[src/ist_pkg.sv]
// shared types, constants and codes for the integer set table
package ist_pkg;

  localparam int CAPACITY  = 16;
  localparam int ADDR_W    = $clog2(CAPACITY);
  localparam int CNT_W     = $clog2(CAPACITY + 1);
  localparam int VAL_W     = 32;
  localparam int RND_W     = 16;
  localparam int MOD_CNT_W = $clog2(RND_W + 1);

  typedef enum logic [1:0] {
    FUNC_INSERT = 2'd0,
    FUNC_REMOVE = 2'd1,
    FUNC_QUERY  = 2'd2,
    FUNC_SAMPLE = 2'd3
  } func_t;

  typedef enum logic [2:0] {
    ST_OK         = 3'd0,
    ST_DUPLICATE  = 3'd1,
    ST_FULL       = 3'd2,
    ST_NOT_FOUND  = 3'd3,
    ST_EMPTY      = 3'd4
  } status_t;

  typedef enum logic [3:0] {
    S_IDLE,
    S_SCAN,
    S_PREP_DN,
    S_SHIFT_UP,
    S_SHIFT_DN,
    S_SAMPLE_RD,
    S_FIN_OK,
    S_FIN_DUP,
    S_FIN_FULL,
    S_FIN_ABSENT,
    S_FIN_EMPTY,
    S_FIN_INS,
    S_FIN_REM,
    S_FIN_SAMPLE
  } state_t;

  // controller to datapath
  typedef struct packed {
    logic    load;
    logic    scan;
    logic    dn_init;
    logic    shift_up;
    logic    shift_dn;
    logic    sample_rd;
    logic    finish;
    logic    cnt_inc;
    logic    cnt_dec;
    logic    wr_head;
    logic    take_sample;
    status_t code;
  } cmd_t;

  // datapath to controller
  typedef struct packed {
    logic  scan_done;
    logic  mod_done;
    logic  shift_done;
    logic  found;
    logic  full;
    logic  empty;
    func_t func;
  } stat_t;

endpackage

[src/integer_set_table.sv]
// top level of the integer set table: sequencer plus datapath
// A request word is taken when start is high and busy is low. Busy then stays high
// until the request is finished. The result word appears in the cycle after the
// finish state, with out_valid high for exactly one cycle, and the receiver cannot
// stall. Each request first scans the stored entries through the single read port
// of the element memory, one entry per cycle, with the compare pipelined behind
// the read. At the same time a bit-serial remainder unit works through the 16-bit
// random word. The scan phase ends when both the scan and the remainder are done.
// After the scan:
// - an insert moves every entry up one place
// - a remove passes through a setup state and then moves the entries above the
//   match down
// - a sample reads the entry at the remainder index
// A finish state then follows. A new request can be accepted at the edge that ends
// the result cycle. No clearing pass runs after reset.
module integer_set_table (
  input  logic                               clk,
  input  logic                               rst_n,
  input  logic                               start,
  output logic                               busy,
  input  logic [1:0]                         in_func,
  input  logic signed [ist_pkg::VAL_W-1:0]   in_value,
  input  logic [ist_pkg::RND_W-1:0]          in_random_word,
  output logic                               out_valid,
  output logic [2:0]                         out_status,
  output logic                               out_is_member,
  output logic signed [ist_pkg::VAL_W-1:0]   out_sample_value,
  output logic [ist_pkg::CNT_W-1:0]          out_element_count,
  output logic                               out_set_empty
);

  ist_pkg::cmd_t  cmd;
  ist_pkg::stat_t stat;

  ist_controller u_ctrl (
    .clk   (clk),
    .rst_n (rst_n),
    .start (start),
    .busy  (busy),
    .stat  (stat),
    .cmd   (cmd)
  );

  ist_datapath u_dp (
    .clk               (clk),
    .rst_n             (rst_n),
    .cmd               (cmd),
    .stat              (stat),
    .in_func           (in_func),
    .in_value          (in_value),
    .in_random_word    (in_random_word),
    .out_valid         (out_valid),
    .out_status        (out_status),
    .out_is_member     (out_is_member),
    .out_sample_value  (out_sample_value),
    .out_element_count (out_element_count),
    .out_set_empty     (out_set_empty)
  );

endmodule

[src/ist_datapath.sv]
// element store, search, shift, modulo and result registers of the set table
module ist_datapath (
  input  logic                        clk,
  input  logic                        rst_n,
  input  ist_pkg::cmd_t               cmd,
  output ist_pkg::stat_t              stat,
  input  logic [1:0]                  in_func,
  input  logic [ist_pkg::VAL_W-1:0]   in_value,
  input  logic [ist_pkg::RND_W-1:0]   in_random_word,
  output logic                        out_valid,
  output logic [2:0]                  out_status,
  output logic                        out_is_member,
  output logic [ist_pkg::VAL_W-1:0]   out_sample_value,
  output logic [ist_pkg::CNT_W-1:0]   out_element_count,
  output logic                        out_set_empty
);

  logic [ist_pkg::VAL_W-1:0]     store_r [ist_pkg::CAPACITY];
  logic [ist_pkg::VAL_W-1:0]     rd_data_r;
  logic [ist_pkg::ADDR_W-1:0]    rd_addr;
  logic                          wr_en;
  logic [ist_pkg::ADDR_W-1:0]    wr_addr;
  logic [ist_pkg::VAL_W-1:0]     wr_data;

  ist_pkg::func_t                func_r;
  logic [ist_pkg::VAL_W-1:0]     value_r;
  logic [ist_pkg::RND_W-1:0]     rnd_r;
  logic [ist_pkg::CNT_W-1:0]     count_r;
  logic [ist_pkg::CNT_W-1:0]     count_nxt;
  logic [ist_pkg::CNT_W-1:0]     idx_r;
  logic                          cmp_vld_r;
  logic [ist_pkg::ADDR_W-1:0]    cmp_addr_r;
  logic                          found_r;
  logic [ist_pkg::ADDR_W-1:0]    pos_r;
  logic                          mv_vld_r;
  logic [ist_pkg::ADDR_W-1:0]    mv_addr_r;
  logic [ist_pkg::CNT_W-1:0]     rem_r;
  logic [ist_pkg::CNT_W:0]       rem_sh;
  logic [ist_pkg::CNT_W-1:0]     rem_nxt;
  logic [ist_pkg::MOD_CNT_W-1:0] mod_cnt_r;

  logic                          out_valid_r;
  ist_pkg::status_t              out_status_r;
  logic                          out_member_r;
  logic [ist_pkg::VAL_W-1:0]     out_sample_r;
  logic [ist_pkg::CNT_W-1:0]     out_count_r;
  logic                          out_empty_r;

  // read port address
  always_comb begin
    if (cmd.shift_up) begin
      rd_addr = ist_pkg::ADDR_W'(idx_r - ist_pkg::CNT_W'(1));
    end else if (cmd.sample_rd) begin
      rd_addr = rem_r[ist_pkg::ADDR_W-1:0];
    end else begin
      rd_addr = idx_r[ist_pkg::ADDR_W-1:0];
    end
  end

  // one write port: shifted entry or new head
  always_comb begin
    wr_en   = mv_vld_r | cmd.wr_head;
    wr_addr = mv_vld_r ? mv_addr_r : '0;
    wr_data = mv_vld_r ? rd_data_r : value_r;
  end

  always_ff @(posedge clk) begin
    if (wr_en) begin
      store_r[wr_addr] <= wr_data;
    end
    rd_data_r <= store_r[rd_addr];
  end

  // restoring remainder, one bit of the random word per cycle
  always_comb begin
    rem_sh = {rem_r, rnd_r[ist_pkg::RND_W-1]};
    if (rem_sh >= {1'b0, count_r}) begin
      rem_nxt = ist_pkg::CNT_W'(rem_sh - {1'b0, count_r});
    end else begin
      rem_nxt = rem_sh[ist_pkg::CNT_W-1:0];
    end
  end

  always_comb begin
    count_nxt = count_r;
    if (cmd.cnt_inc) begin
      count_nxt = count_r + ist_pkg::CNT_W'(1);
    end else if (cmd.cnt_dec) begin
      count_nxt = count_r - ist_pkg::CNT_W'(1);
    end
  end

  // request word and remainder
  always_ff @(posedge clk) begin
    if (cmd.load) begin
      func_r  <= ist_pkg::func_t'(in_func);
      value_r <= in_value;
      rnd_r   <= in_random_word;
      rem_r   <= '0;
    end else if (mod_cnt_r != '0) begin
      rnd_r <= rnd_r << 1;
      rem_r <= rem_nxt;
    end
  end

  // control side registers
  always_ff @(posedge clk) begin
    if (!rst_n) begin
      count_r     <= '0;
      idx_r       <= '0;
      cmp_vld_r   <= 1'b0;
      found_r     <= 1'b0;
      mv_vld_r    <= 1'b0;
      mod_cnt_r   <= '0;
      out_valid_r <= 1'b0;
    end else begin
      count_r     <= count_nxt;
      out_valid_r <= cmd.finish;
      cmp_vld_r   <= cmd.scan && (idx_r < count_r);
      mv_vld_r    <= (cmd.shift_up && (idx_r != '0)) || (cmd.shift_dn && (idx_r < count_r));
      if (cmd.load) begin
        mod_cnt_r <= ist_pkg::MOD_CNT_W'(ist_pkg::RND_W);
      end else if (mod_cnt_r != '0) begin
        mod_cnt_r <= mod_cnt_r - ist_pkg::MOD_CNT_W'(1);
      end
      if (cmd.load) begin
        idx_r <= '0;
      end else if (cmd.scan && (idx_r < count_r)) begin
        idx_r <= idx_r + ist_pkg::CNT_W'(1);
      end else if (cmd.dn_init) begin
        idx_r <= ist_pkg::CNT_W'(pos_r) + ist_pkg::CNT_W'(1);
      end else if (cmd.shift_up && (idx_r != '0)) begin
        idx_r <= idx_r - ist_pkg::CNT_W'(1);
      end else if (cmd.shift_dn && (idx_r < count_r)) begin
        idx_r <= idx_r + ist_pkg::CNT_W'(1);
      end
      if (cmd.load) begin
        found_r <= 1'b0;
      end else if (cmp_vld_r && (rd_data_r == value_r)) begin
        found_r <= 1'b1;
      end
    end
  end

  // payload side of search and shift
  always_ff @(posedge clk) begin
    cmp_addr_r <= idx_r[ist_pkg::ADDR_W-1:0];
    if (cmp_vld_r && (rd_data_r == value_r)) begin
      pos_r <= cmp_addr_r;
    end
    if (cmd.shift_up) begin
      mv_addr_r <= idx_r[ist_pkg::ADDR_W-1:0];
    end else begin
      mv_addr_r <= ist_pkg::ADDR_W'(idx_r - ist_pkg::CNT_W'(1));
    end
  end

  // result word
  always_ff @(posedge clk) begin
    if (cmd.finish) begin
      out_status_r <= cmd.code;
      out_member_r <= found_r;
      out_sample_r <= cmd.take_sample ? rd_data_r : '0;
      out_count_r  <= count_nxt;
      out_empty_r  <= (count_nxt == '0);
    end
  end

  always_comb begin
    stat.scan_done  = (idx_r == count_r) && !cmp_vld_r;
    stat.mod_done   = (mod_cnt_r == '0);
    stat.shift_done = !mv_vld_r &&
                      ((func_r == ist_pkg::FUNC_INSERT) ? (idx_r == '0) : (idx_r >= count_r));
    stat.found      = found_r;
    stat.full       = (count_r == ist_pkg::CNT_W'(ist_pkg::CAPACITY));
    stat.empty      = (count_r == '0);
    stat.func       = func_r;
  end

  assign out_valid         = out_valid_r;
  assign out_status        = out_status_r;
  assign out_is_member     = out_member_r;
  assign out_sample_value  = out_sample_r;
  assign out_element_count = out_count_r;
  assign out_set_empty     = out_empty_r;

  a_single_strobe: assert property (@(posedge clk) disable iff (!rst_n)
    out_valid_r |=> !out_valid_r)
    else $error("result strobe held for more than one cycle");

  a_no_write_clash: assert property (@(posedge clk) disable iff (!rst_n)
    mv_vld_r |-> !cmd.wr_head)
    else $error("shift write collides with head write");

  a_remove_pos: assert property (@(posedge clk) disable iff (!rst_n)
    cmd.dn_init |-> (found_r && (ist_pkg::CNT_W'(pos_r) < count_r)))
    else $error("remove started without a valid match position");

  a_sample_index: assert property (@(posedge clk) disable iff (!rst_n)
    cmd.sample_rd |-> ((mod_cnt_r == '0) && (count_r != '0) && (rem_r < count_r)))
    else $error("sample read before remainder ready or out of range");

endmodule

[src/ist_controller.sv]
// request sequencer of the set table
module ist_controller (
  input  logic           clk,
  input  logic           rst_n,
  input  logic           start,
  output logic           busy,
  input  ist_pkg::stat_t stat,
  output ist_pkg::cmd_t  cmd
);

  ist_pkg::state_t state_r;
  ist_pkg::state_t state_nxt;

  always_ff @(posedge clk) begin
    if (!rst_n) begin
      state_r <= ist_pkg::S_IDLE;
    end else begin
      state_r <= state_nxt;
    end
  end

  always_comb begin
    state_nxt = state_r;
    case (state_r)
      ist_pkg::S_IDLE: begin
        if (start) begin
          state_nxt = ist_pkg::S_SCAN;
        end
      end
      ist_pkg::S_SCAN: begin
        if (stat.scan_done && stat.mod_done) begin
          case (stat.func)
            ist_pkg::FUNC_INSERT: begin
              if (stat.found) begin
                state_nxt = ist_pkg::S_FIN_DUP;
              end else if (stat.full) begin
                state_nxt = ist_pkg::S_FIN_FULL;
              end else begin
                state_nxt = ist_pkg::S_SHIFT_UP;
              end
            end
            ist_pkg::FUNC_REMOVE: begin
              state_nxt = stat.found ? ist_pkg::S_PREP_DN : ist_pkg::S_FIN_ABSENT;
            end
            ist_pkg::FUNC_QUERY: begin
              state_nxt = ist_pkg::S_FIN_OK;
            end
            default: begin
              state_nxt = stat.empty ? ist_pkg::S_FIN_EMPTY : ist_pkg::S_SAMPLE_RD;
            end
          endcase
        end
      end
      ist_pkg::S_PREP_DN:   state_nxt = ist_pkg::S_SHIFT_DN;
      ist_pkg::S_SHIFT_UP: begin
        if (stat.shift_done) begin
          state_nxt = ist_pkg::S_FIN_INS;
        end
      end
      ist_pkg::S_SHIFT_DN: begin
        if (stat.shift_done) begin
          state_nxt = ist_pkg::S_FIN_REM;
        end
      end
      ist_pkg::S_SAMPLE_RD: state_nxt = ist_pkg::S_FIN_SAMPLE;
      default:              state_nxt = ist_pkg::S_IDLE;
    endcase
  end

  always_comb begin
    cmd      = '0;
    cmd.code = ist_pkg::ST_OK;
    case (state_r)
      ist_pkg::S_IDLE:       cmd.load      = start;
      ist_pkg::S_SCAN:       cmd.scan      = 1'b1;
      ist_pkg::S_PREP_DN:    cmd.dn_init   = 1'b1;
      ist_pkg::S_SHIFT_UP:   cmd.shift_up  = 1'b1;
      ist_pkg::S_SHIFT_DN:   cmd.shift_dn  = 1'b1;
      ist_pkg::S_SAMPLE_RD:  cmd.sample_rd = 1'b1;
      ist_pkg::S_FIN_OK:     cmd.finish    = 1'b1;
      ist_pkg::S_FIN_DUP: begin
        cmd.finish = 1'b1;
        cmd.code   = ist_pkg::ST_DUPLICATE;
      end
      ist_pkg::S_FIN_FULL: begin
        cmd.finish = 1'b1;
        cmd.code   = ist_pkg::ST_FULL;
      end
      ist_pkg::S_FIN_ABSENT: begin
        cmd.finish = 1'b1;
        cmd.code   = ist_pkg::ST_NOT_FOUND;
      end
      ist_pkg::S_FIN_EMPTY: begin
        cmd.finish = 1'b1;
        cmd.code   = ist_pkg::ST_EMPTY;
      end
      ist_pkg::S_FIN_INS: begin
        cmd.finish  = 1'b1;
        cmd.cnt_inc = 1'b1;
        cmd.wr_head = 1'b1;
      end
      ist_pkg::S_FIN_REM: begin
        cmd.finish  = 1'b1;
        cmd.cnt_dec = 1'b1;
      end
      ist_pkg::S_FIN_SAMPLE: begin
        cmd.finish      = 1'b1;
        cmd.take_sample = 1'b1;
      end
      default: cmd = '0;
    endcase
  end

  assign busy = (state_r != ist_pkg::S_IDLE);

endmodule
[config.mk]
export PLATFORM = sky130hd
export DESIGN_NAME = integer_set_table
export DESIGN_NICKNAME = d
export VERILOG_FILES = /design/src/ist_pkg.sv /design/src/integer_set_table.sv /design/src/ist_datapath.sv /design/src/ist_controller.sv
export SDC_FILE = /design/constraint.sdc
export NUM_CORES = 1
export LEC_CHECK = 0
export BUFFER_PORTS_ARGS = -buffer_cell sky130_fd_sc_hd__buf_2
export CAP_MARGIN = 15
export CORE_AREA = 2 2 217 219
export CTS_CLUSTER_SIZE = 12
export DETAILED_ROUTE_END_ITERATION = 8
export DIE_AREA = 0 0 219 221
export PLACE_DENSITY = 0.79
export SKIP_LAST_GASP = 1
export SYNTH_ARGS = -nofsm -noshare
export SYNTH_HDL_FRONTEND = slang
export SYNTH_HIERARCHICAL = 1
export SYNTH_SLANG_ARGS = --single-unit
export TNS_END_PERCENT = 1
[constraint.sdc]
create_clock -name clk -period 4.2 [get_ports clk]
set_clock_uncertainty 0.05 [all_clocks]
set_input_delay 1.05 -clock clk [delete_from_list [all_inputs] [get_ports clk]]
set_output_delay 1.05 -clock clk [all_outputs]
set_load 0.01 [all_outputs]
==> flow_metrics.env, run 1 <==
export IMPL_die_area_mm2=0.0484
export IMPL_netlist_area_mm2=0.0283
export IMPL_n_antenna_cell=0
export IMPL_drtIter0Drc=2746
export IMPL_setup_viol=0
export IMPL_portBuffers=96
export IMPL_num_io_pins=97
export IMPL_gr_total_overflow=0
export IMPL_die_h_um=221
export IMPL_maxSlewViolCount=0
export IMPL_fmax_mhz=288
export IMPL_globalplace_congestion=0.837
export IMPL_place_hpwl_mm=38.2
export IMPL_criticalPathCategory="reg2reg"
export IMPL_cts_root_buf="clkbuf_16"
export IMPL_grt_pass1_wl_mm=109
export IMPL_fillers=3056
export IMPL_post_cts_buffers=0
export IMPL_netlist_area_leader_share_pct=64.5
export IMPL_power_density_mw_per_mm2=600
export IMPL_clk_latency_ns=0.61
export IMPL_synth_seq_cells=676
export IMPL_crit_top_cell="buf_4"
export IMPL_grt_pass1_vias=18000
export IMPL_grt_total_usage_pct=30.0
export IMPL_ir_drop_mv=0.405
export IMPL_cts_inserted_buffers=70
export IMPL_ys_types=79
export IMPL_antenna_found_initial=1
export IMPL_layout_commonest_cell="edfxtp_1"
export IMPL_drcViolationCount=0
export IMPL_worst_pin_slew_ns=1.06
export IMPL_layout_common_cells="608 x edfxtp_1, 196 x a211oi_1, 190 x o31a_1"
export IMPL_post_route_cells_drive_above_1_share_pct=17.7
export IMPL_synth_edf_count=608
export IMPL_critPathLaunchType="register"
export IMPL_status="complete, no violations"
export IMPL_synth_ff_type="edfxtp_1"
export IMPL_htreeDepth=3
export IMPL_firstDrtPassIters=5
export IMPL_synth_top_cell_by_area="edfxtp_1"
export IMPL_clock_path_buffers=3
export IMPL_maxCapViolCount=0
export IMPL_grt_max_degree=193
export IMPL_p_leak_nw=10.4
export IMPL_hp_class="reg2reg"
export IMPL_start_util_pct=61.4
export IMPL_area_delta_synth_final_pct=11.6
export IMPL_min_period_over_period_pct=82.8
export IMPL_nNetsFinal=2045
export IMPL_die_w_um=219
export IMPL_finalHoldViolations=0
export IMPL_drt_total_wl_mm=72.5
export IMPL_hold_buffers=0
export IMPL_syn_avg_cell_area_um2=14.7
export IMPL_coreArea_mm2=0.0461
export IMPL_cts_resized=0
export IMPL_row_count=79
export IMPL_yosysWarningCount=6
export IMPL_cts_tree="built"
export IMPL_seq_area_frac_synth_pct=69.4
export IMPL_cts_sinks=676
export IMPL_crit_chain="nand3b_1 > nor2_1 > buf_4 > nor3b_4 > buf_12 > or3_1 > buf_4 > a21oi_1 > a22oi_1 > o2111a_1"
export IMPL_ant_nets=0
export IMPL_async_flop_share_pct=0
export IMPL_worst_setup_hold_path_clk_slew_ns=0.06
export IMPL_crit_path_end_kind="register"
export IMPL_required_ns=4.70
export IMPL_vias_per_cell=6.86
export IMPL_max_stage_delay_ns=0.63
export IMPL_cp_slowest_cell="buf_12"
export IMPL_vias=18100
export IMPL_setup_tns_final_ns=0
export IMPL_netlist_instances=1922
export IMPL_synthTopCellsByArea="edfxtp_1 65%, o31a_1 5.9%, a211oi_1 5.2%"
export IMPL_slew_headroom_pct=29.1
export IMPL_synthesis_nets=1992
export IMPL_critPathMaxFanout=192
export IMPL_final_core_utilization_pct=68.6
export IMPL_rsz0062_at_grt="false"
export IMPL_finalPower_mw=19.0
export IMPL_critPathArrivalTime_ns=3.97
export IMPL_routedWlPerCell_um=27.5
export IMPL_period_needed_ns=3.48
## sequential cells by signal (all words and copies together), names as in the netlist, 5 cells and up
register,count
u_dp/count_r,5
u_dp/idx_r,5
u_dp/mod_cnt_r,5
u_dp/out_element_count,5
u_dp/out_sample_value,32
u_dp/rd_data_r,32
u_dp/rem_r,5
u_dp/rnd_r,16
u_dp/store_r,512
u_dp/value_r,32
## cell usage after synthesis, drive strengths merged (3+ instances only)
master  number
o21ai      105
a211oi     196
or3          5
or2          5
o31a       190
inv         25
a22oi       31
a21oi       74
a21o         5
ha          16
dfxtp       68
o21bai       3
o21a         6
nand2       76
xnor2       14
or3b         4
o211ai       3
nor2        46
buf         84
clkbuf      78
mux2i        7
nor4         9
xor2        34
o2111a      32
a31oi        8
nor3        13
nor2b        3
mux2        50
and3         4
o31ai        3
edfxtp     608
nand3b       7
nand3       14
and2        44
nand4        7
nand2b       8
## metal layers
layer  wire length [µm]  GRT usage (%)  share of wire (%)  up-vias
met5                 13              0              0.018        -
met4               2840           12.2                3.9        2
met3               7420           6.19                 10      206
met2              34400           46.8                 47     1064
met1              27800           41.5                 38     9020
li1                   -              -                  -     7794
## through the flow
stage,hold WS [ns],instance area (µm²),std cells,setup WS (ns)
after detailed placement,0.341,29400,2510,0.776
after CTS,0.349,31600,2635,0.749
after global placement,0.339,29400,2509,0.974
after global routing,0.360,31600,2635,0.544
final,0.340,31600,2635,0.724
after floorplan,0.302,28300,1922,0.313
## where the power goes
group	switching [mW]	total [mW]	internal [mW]	leakage [nW]
sequential	0.447	8.72	8.27	6.08
clock	2.52	5.86	3.34	1.04
combinational	2.83	4.38	1.55	3.27
## worst max-delay path, delay by kind of cell, from the launching register on
kind,cells,cell delay (ns)
buffers and inverters,3,1.29
AOI/OAI and AO/OA,3,0.58
DFF,1,0.55
and+or+nand+nor,4,0.82
## layout make-up
class	instances	area [µm²]	share of cell area, %
Sequential cell	676	19600	62.1
Multi-Input combinational cell	1059	7970	25.2
Clock buffer	110	1990	6.31
Timing Repair Buffer	143	991	3.14
Tap cell	607	759	2.41
Clock inverter	15	154	0.487
Inverter	25	93.8	0.297
## path summary, 6_finish.rpt
kind                                  start                   endpoint  slack (ns)  depth (start not counted)
max          u_ctrl/state_r[2]$_SDFFE_PN0P_  u_dp/rd_data_r[2]$_DFF_P_        0.72                         10
min reg2reg      u_dp/cmp_addr_r[0]$_DFF_P_    u_dp/pos_r[0]$_DFFE_PP_        0.34                          0
min              u_dp/cmp_addr_r[0]$_DFF_P_    u_dp/pos_r[0]$_DFFE_PP_        0.34                          0
max reg2reg  u_ctrl/state_r[2]$_SDFFE_PN0P_  u_dp/rd_data_r[2]$_DFF_P_        0.72                         10
## logic make-up after synthesis
group | after synthesis | synth area share (%)
fa+ha+maj | 17 | 0.778
simple gates | 258 | 4.84
buf+inv | 187 | 2.99
xor+xnor | 48 | 1.49
mux | 57 | 2.24
compound gates | 679 | 18.3
flops | 676 | 69.4
No activity file was read; power rests on OpenSTA's default activity.
==> run 2: changes to the inputs <==
CORE_AREA = 2 2 228 230   (was 2 2 217 219)
DIE_AREA = 0 0 230 232   (was 0 0 219 221)
PLACE_DENSITY = 0.76   (was 0.79)
clock period = 3 ns   (was 4.2 ns; I/O delays follow)
==> flow_metrics.env, run 2 (synthesis results as in run 1) <==
export IMPL_worst_pin_slew_ns=0.739
export IMPL_vias=18100
export IMPL_worst_slack_ns=0.121
export IMPL_cts_sinks=676
export IMPL_required_ns=3.42
export IMPL_path_delay_family="simple AND/OR/NAND/NOR gates"
export IMPL_nNetsFinal=2082
export IMPL_crit_chain="nand3b_1 > nor2_2 > buf_6 > mux2_2 > o211ai_1 > and3_4 > buf_12 > o21ai_2 > o2111a_1"
export IMPL_seqCellArea_mm2=0.0196
export IMPL_maxSlewViolCount=0
export IMPL_power_density_mw_per_mm2=832
export IMPL_crit_path_end_kind="register"
export IMPL_period_needed_ns=2.88
export IMPL_largest_reg_flops=512
export IMPL_worst_setup_hold_path_clk_slew_ns=0.06
export IMPL_sw_frac_of_total_pct=30.1
export IMPL_drtIter0Drc=2633
export IMPL_fmax_mhz=347
export IMPL_fillers=3534
export IMPL_pwr_share_clk_pct=30.6
export IMPL_place_hpwl_mm=39.0
export IMPL_grt_total_usage_pct=27.1
export IMPL_drt_total_wl_mm=72.2
export IMPL_firstDrtPassIters=6
export IMPL_clk_latency_ns=0.61
export IMPL_maxCapViolCount=0
export IMPL_ant_nets=0
export IMPL_regMostFlops="u_dp/store_r"
export IMPL_status="complete, no violations"
export IMPL_routedWlPerCell_um=26.3
export IMPL_gr_total_overflow=0
export IMPL_post_route_cells_drive_above_1_share_pct=19.2
export IMPL_hp_class="in2reg"
export IMPL_critPathLaunchType="register"
export IMPL_drcViolationCount=0
export IMPL_die_h_um=232
export IMPL_power_frac_seq_pct=45.4
export IMPL_finalHoldViolations=0
export IMPL_critical_path_buf_inv_count=2
export IMPL_htreeDepth=3
export IMPL_clock_path_buffers=3
export IMPL_die_area_mm2=0.0534
export IMPL_setup_viol=0
export IMPL_antenna_found_initial=1
export IMPL_layout_common_cells="608 x edfxtp_1, 196 x a211oi_1, 190 x o31a_1"
export IMPL_die_w_um=230
export IMPL_coreArea_mm2=0.0509
export IMPL_vias_per_cell=6.59
export IMPL_grt_pass1_wl_mm=109
export IMPL_dp_slack_ns=-0.0377
export IMPL_start_util_pct=55.6
export IMPL_final_core_utilization_pct=63.5
export IMPL_p_leak_nw=10.7
export IMPL_area_delta_synth_final_pct=14.2
export IMPL_layout_commonest_cell="edfxtp_1"
export IMPL_num_io_pins=97
export IMPL_cp_slowest_cell="dfxtp_1"
export IMPL_slew_headroom_pct=50.1
export IMPL_cts_inserted_buffers=71
export IMPL_cts_root_buf="clkbuf_16"
export IMPL_power_switching_mw=8.10
export IMPL_ir_drop_mv=0.460
export IMPL_rsz0062_at_grt="true"
export IMPL_min_period_over_period_pct=96.0
export IMPL_internal_power_mw=18.8
export IMPL_critPathMaxFanout=25
export IMPL_cts_tree="built"
export IMPL_grt_max_degree=112
export IMPL_finalPower_mw=26.9
export IMPL_globalplace_congestion=0.937
export IMPL_portBuffers=96
export IMPL_critPathArrivalTime_ns=3.30
export IMPL_row_count=83
export IMPL_grt_pass1_vias=17900
export IMPL_max_stage_delay_ns=0.45
export IMPL_share_comb_of_total_power_pct=24.0
export IMPL_multiInputGateArea_mm2=0.00799
export IMPL_criticalPathCategory="reg2reg"
-- run 2: cell count changes in the layout (fill, tap and decap cells not counted), sizes merged --
cell	before	now
buf	143	179
clkbuf	110	108
bufinv	1	2
clkinvlp	0	1
diode	0	1
inv	29	28
-- run 2: area by class of cell --
class,instances,area share [%]
sequential,676,60.7
inverter,25,0.290
clock inverter,16,0.465
clock buffer,108,6.18
antenna,1,0.00774
multi-input combinational,1059,24.7
tap,680,2.63
timing repair buffer,179,4.99
-- run 2: power groups by stage --
| stage | registers [mW] | clock network (mW) | logic (mW) |
|---|---|---|---|
| 3_5_place_dp | 12.4 | 0 | 6.31 |
| 2_1_floorplan | 12.1 | 0 | 4.26 |
| 6_report | 12.2 | 8.21 | 6.45 |
| 4_1_cts | 12.2 | 8.30 | 6.38 |
| 3_3_place_gp | 12.4 | 0 | 6.10 |
| 5_1_grt | 12.3 | 8.69 | 6.97 |
-- run 2: what timing repair did --
item	in CTS	in global routing
pin swaps	0	2
setup buffers	0	4
setup endpoints to repair	4	29
resized for setup	1	2
hold buffers	0	0
-- run 2: path summary, 6_finish.rpt --
| check | from | endpoint | slack (ns) | depth (start not counted) |
|---|---|---|---|---|
| min | in_value[31] | u_dp/value_r[31]$_DFFE_PP_ | 0.27 | 1 |
| max | u_ctrl/state_r[1]$_SDFFE_PN0P_ | u_dp/rd_data_r[3]$_DFF_P_ | 0.12 | 9 |
| max reg2reg | u_ctrl/state_r[1]$_SDFFE_PN0P_ | u_dp/rd_data_r[3]$_DFF_P_ | 0.12 | 9 |
| min reg2reg | u_dp/cmp_addr_r[1]$_DFF_P_ | u_dp/pos_r[1]$_DFFE_PP_ | 0.35 | 0 |
-- run 2: per-stage QoR --
| step | std cells | hold WS [ns] | setup TNS, ns | instance area [µm²] |
|---|---|---|---|---|
| 3_3_place_gp | 2615 | 0.337 | 0 | 30100 |
| 4_1_cts | 2739 | 0.249 | 0 | 32300 |
| 5_1_grt | 2743 | 0.253 | -0.0163 | 32300 |
| 2_1_floorplan | 1922 | 0.302 | -81.08 | 28300 |
| 6_report | 2744 | 0.268 | 0 | 32300 |
| 3_5_place_dp | 2615 | 0.340 | -0.0377 | 30100 |
-- run 2: worst reg2reg max path, cell delays in order (launching register included) --
cell and delay, ns:
dfxtp_1 0.45, nand3b_1 0.19, nor2_2 0.21, buf_6 0.23
mux2_2 0.38, o211ai_1 0.31, and3_4 0.37, buf_12 0.31
o21ai_2 0.13, o2111a_1 0.14
-- run 2: layer usage --
layer	GRT usage (%)	wire length, µm	up-vias
met3	5.18	6970	206
met2	42.6	33800	985
li1	-	-	7868
met4	11.6	2690	0
met5	0	0	-
met1	37.2	28700	9025
==> run 3: changes to the inputs <==
CORE_AREA = 3 3 229 231   (was 2 2 228 230)
DIE_AREA = 0 0 232 234   (was 0 0 230 232)
==> flow_metrics.env, run 3 (synthesis results as in run 1) <==
export IMPL_status="complete, no violations"
export IMPL_drt_total_wl_mm=71.9
export IMPL_clock_path_buffers=3
export IMPL_crit_path_end_kind="register"
export IMPL_nNetsFinal=2071
export IMPL_design_area_mm2=0.0320
export IMPL_setup_viol=0
export IMPL_finalHoldViolations=0
export IMPL_portBuffers=96
export IMPL_fillers=3485
export IMPL_layout_common_cells="608 x edfxtp_1, 196 x a211oi_1, 190 x o31a_1"
export IMPL_cts_sinks=676
export IMPL_cts_resized=0
export IMPL_min_period_over_period_pct=93.4
export IMPL_hp_class="in2reg"
export IMPL_cts_inserted_buffers=69
export IMPL_worst_setup_hold_path_clk_slew_ns=0.06
export IMPL_clk_latency_ns=0.60
export IMPL_required_ns=3.42
export IMPL_regMostFlops="u_dp/store_r"
export IMPL_layout_commonest_cell="edfxtp_1"
export IMPL_period_needed_ns=2.80
export IMPL_coreArea_mm2=0.0503
export IMPL_maxSlewViolCount=0
export IMPL_vias_per_cell=6.63
export IMPL_worst_pin_slew_ns=0.743
export IMPL_n_antenna_cell=0
export IMPL_num_io_pins=97
export IMPL_wl_met2_mm=34.1
export IMPL_cts_tree="built"
export IMPL_grt_pass1_vias=17700
export IMPL_cts_root_buf="clkbuf_16"
export IMPL_globalplace_congestion=0.889
export IMPL_drtIter0Drc=2499
export IMPL_place_hpwl_mm=38.6
export IMPL_critPathLaunchType="register"
export IMPL_grt_pass1_wl_mm=108
export IMPL_drcViolationCount=0
export IMPL_routedWlPerCell_um=26.3
export IMPL_row_count=82
export IMPL_power_density_mw_per_mm2=831
export IMPL_vias=18100
export IMPL_firstDrtPassIters=7
export IMPL_start_util_pct=56.3
export IMPL_fmax_mhz=357
export IMPL_ant_nets=0
export IMPL_met3_length_mm=7.05
export IMPL_hold_buffers=0
export IMPL_critPathArrivalTime_ns=3.23
export IMPL_grt_max_degree=113
export IMPL_die_w_um=232
export IMPL_antenna_found_initial=1
export IMPL_post_cts_buffers=0
export IMPL_place_area_mm2=0.0298
export IMPL_die_h_um=234
export IMPL_area_delta_synth_final_pct=13.1
export IMPL_setup_tns_final_ns=0
export IMPL_slew_headroom_pct=50.5
export IMPL_maxCapViolCount=0
export IMPL_routed_top_layer="met4"
export IMPL_post_route_cells_drive_above_1_share_pct=18.5
export IMPL_die_area_mm2=0.0543
export IMPL_criticalPathCategory="reg2reg"
export IMPL_grt_total_usage_pct=26.3
export IMPL_rsz0062_at_grt="false"
export IMPL_gr_total_overflow=0
export IMPL_ir_drop_mv=0.462
export IMPL_largest_reg_flops=512
export IMPL_p_leak_nw=10.6
export IMPL_htreeDepth=3
export IMPL_critPathMaxFanout=22
export IMPL_drt_met1_wl_mm=27.6
-- run 3: cell count changes in the layout (fill, tap and decap cells not counted), sizes merged --
cell	previous run	this run
buf	179	170
bufinv	2	0
clkbuf	108	121
clkinv	10	2
clkinvlp	1	0
diode	1	0
-- run 3: worst max-delay path: stages (launching register included) --
cell and delay [ns]:
dfxtp_1 0.31, nand3b_1 0.20, nor2_1 0.20, buf_12 0.20, or4b_4 0.51, o22a_4 0.27
a21oi_4 0.41, buf_4 0.28, o21ai_0 0.11, o2111a_1 0.15
-- run 3: worst paths after layout --
path | start | endpoint | slack (ns) | cells past startpoint
hold / removal | in_value[12] | u_dp/value_r[12]$_DFFE_PP_ | 0.28 | 1
hold reg to reg | u_dp/cmp_addr_r[0]$_DFF_P_ | u_dp/pos_r[0]$_DFFE_PP_ | 0.35 | 0
setup reg to reg | u_ctrl/state_r[2]$_SDFFE_PN0P_ | u_dp/rd_data_r[20]$_DFF_P_ | 0.20 | 9
setup / recovery | u_ctrl/state_r[2]$_SDFFE_PN0P_ | u_dp/rd_data_r[20]$_DFF_P_ | 0.20 | 9
-- run 3: layout make-up --
type / instances / area [µm²] / share of cell area, %
repair buffers: 170 / 1310 / 4.10
clock inverters: 5 / 45.0 / 0.141
clock buffers: 121 / 2110 / 6.59
inverters: 25 / 93.8 / 0.293
well taps: 672 / 841 / 2.63
flip-flops and latches: 676 / 19600 / 61.3
multi-input cells: 1059 / 7980 / 24.9
-- run 3: layer usage --
layer / track usage (%) / vias to the layer above
met2: 42.1 / 1054
met1: 35.2 / 8989
li1: - / 7841
met4: 12.1 / 0
met3: 5.14 / 216
met5: 0 / -
-- run 3: per-stage QoR --
| stage | setup slack (ns) | power [mW] | cells | util [%] | hold slack (ns) |
|---|---|---|---|---|---|
| 2_1_floorplan | -0.868 | 16.4 | 1922 | - | 0.302 |
| 6_report | 0.198 | 26.6 | 2728 | 63.6 | 0.277 |
| 4_1_cts | 0.240 | 26.6 | 2728 | 63.6 | 0.252 |
| 3_5_place_dp | 0.252 | 18.5 | 2602 | 59.4 | 0.339 |
| 3_3_place_gp | 0.278 | 18.2 | 2602 | 59.4 | 0.337 |
| 5_1_grt | 0.0908 | 27.6 | 2728 | 63.6 | 0.257 |
-- run 3: where the power goes --
group	internal (mW)	total (mW)	switching, mW
Sequential	11.6	12.1	0.571
Clock	4.77	8.19	3.43
Combinational	2.27	6.24	3.97
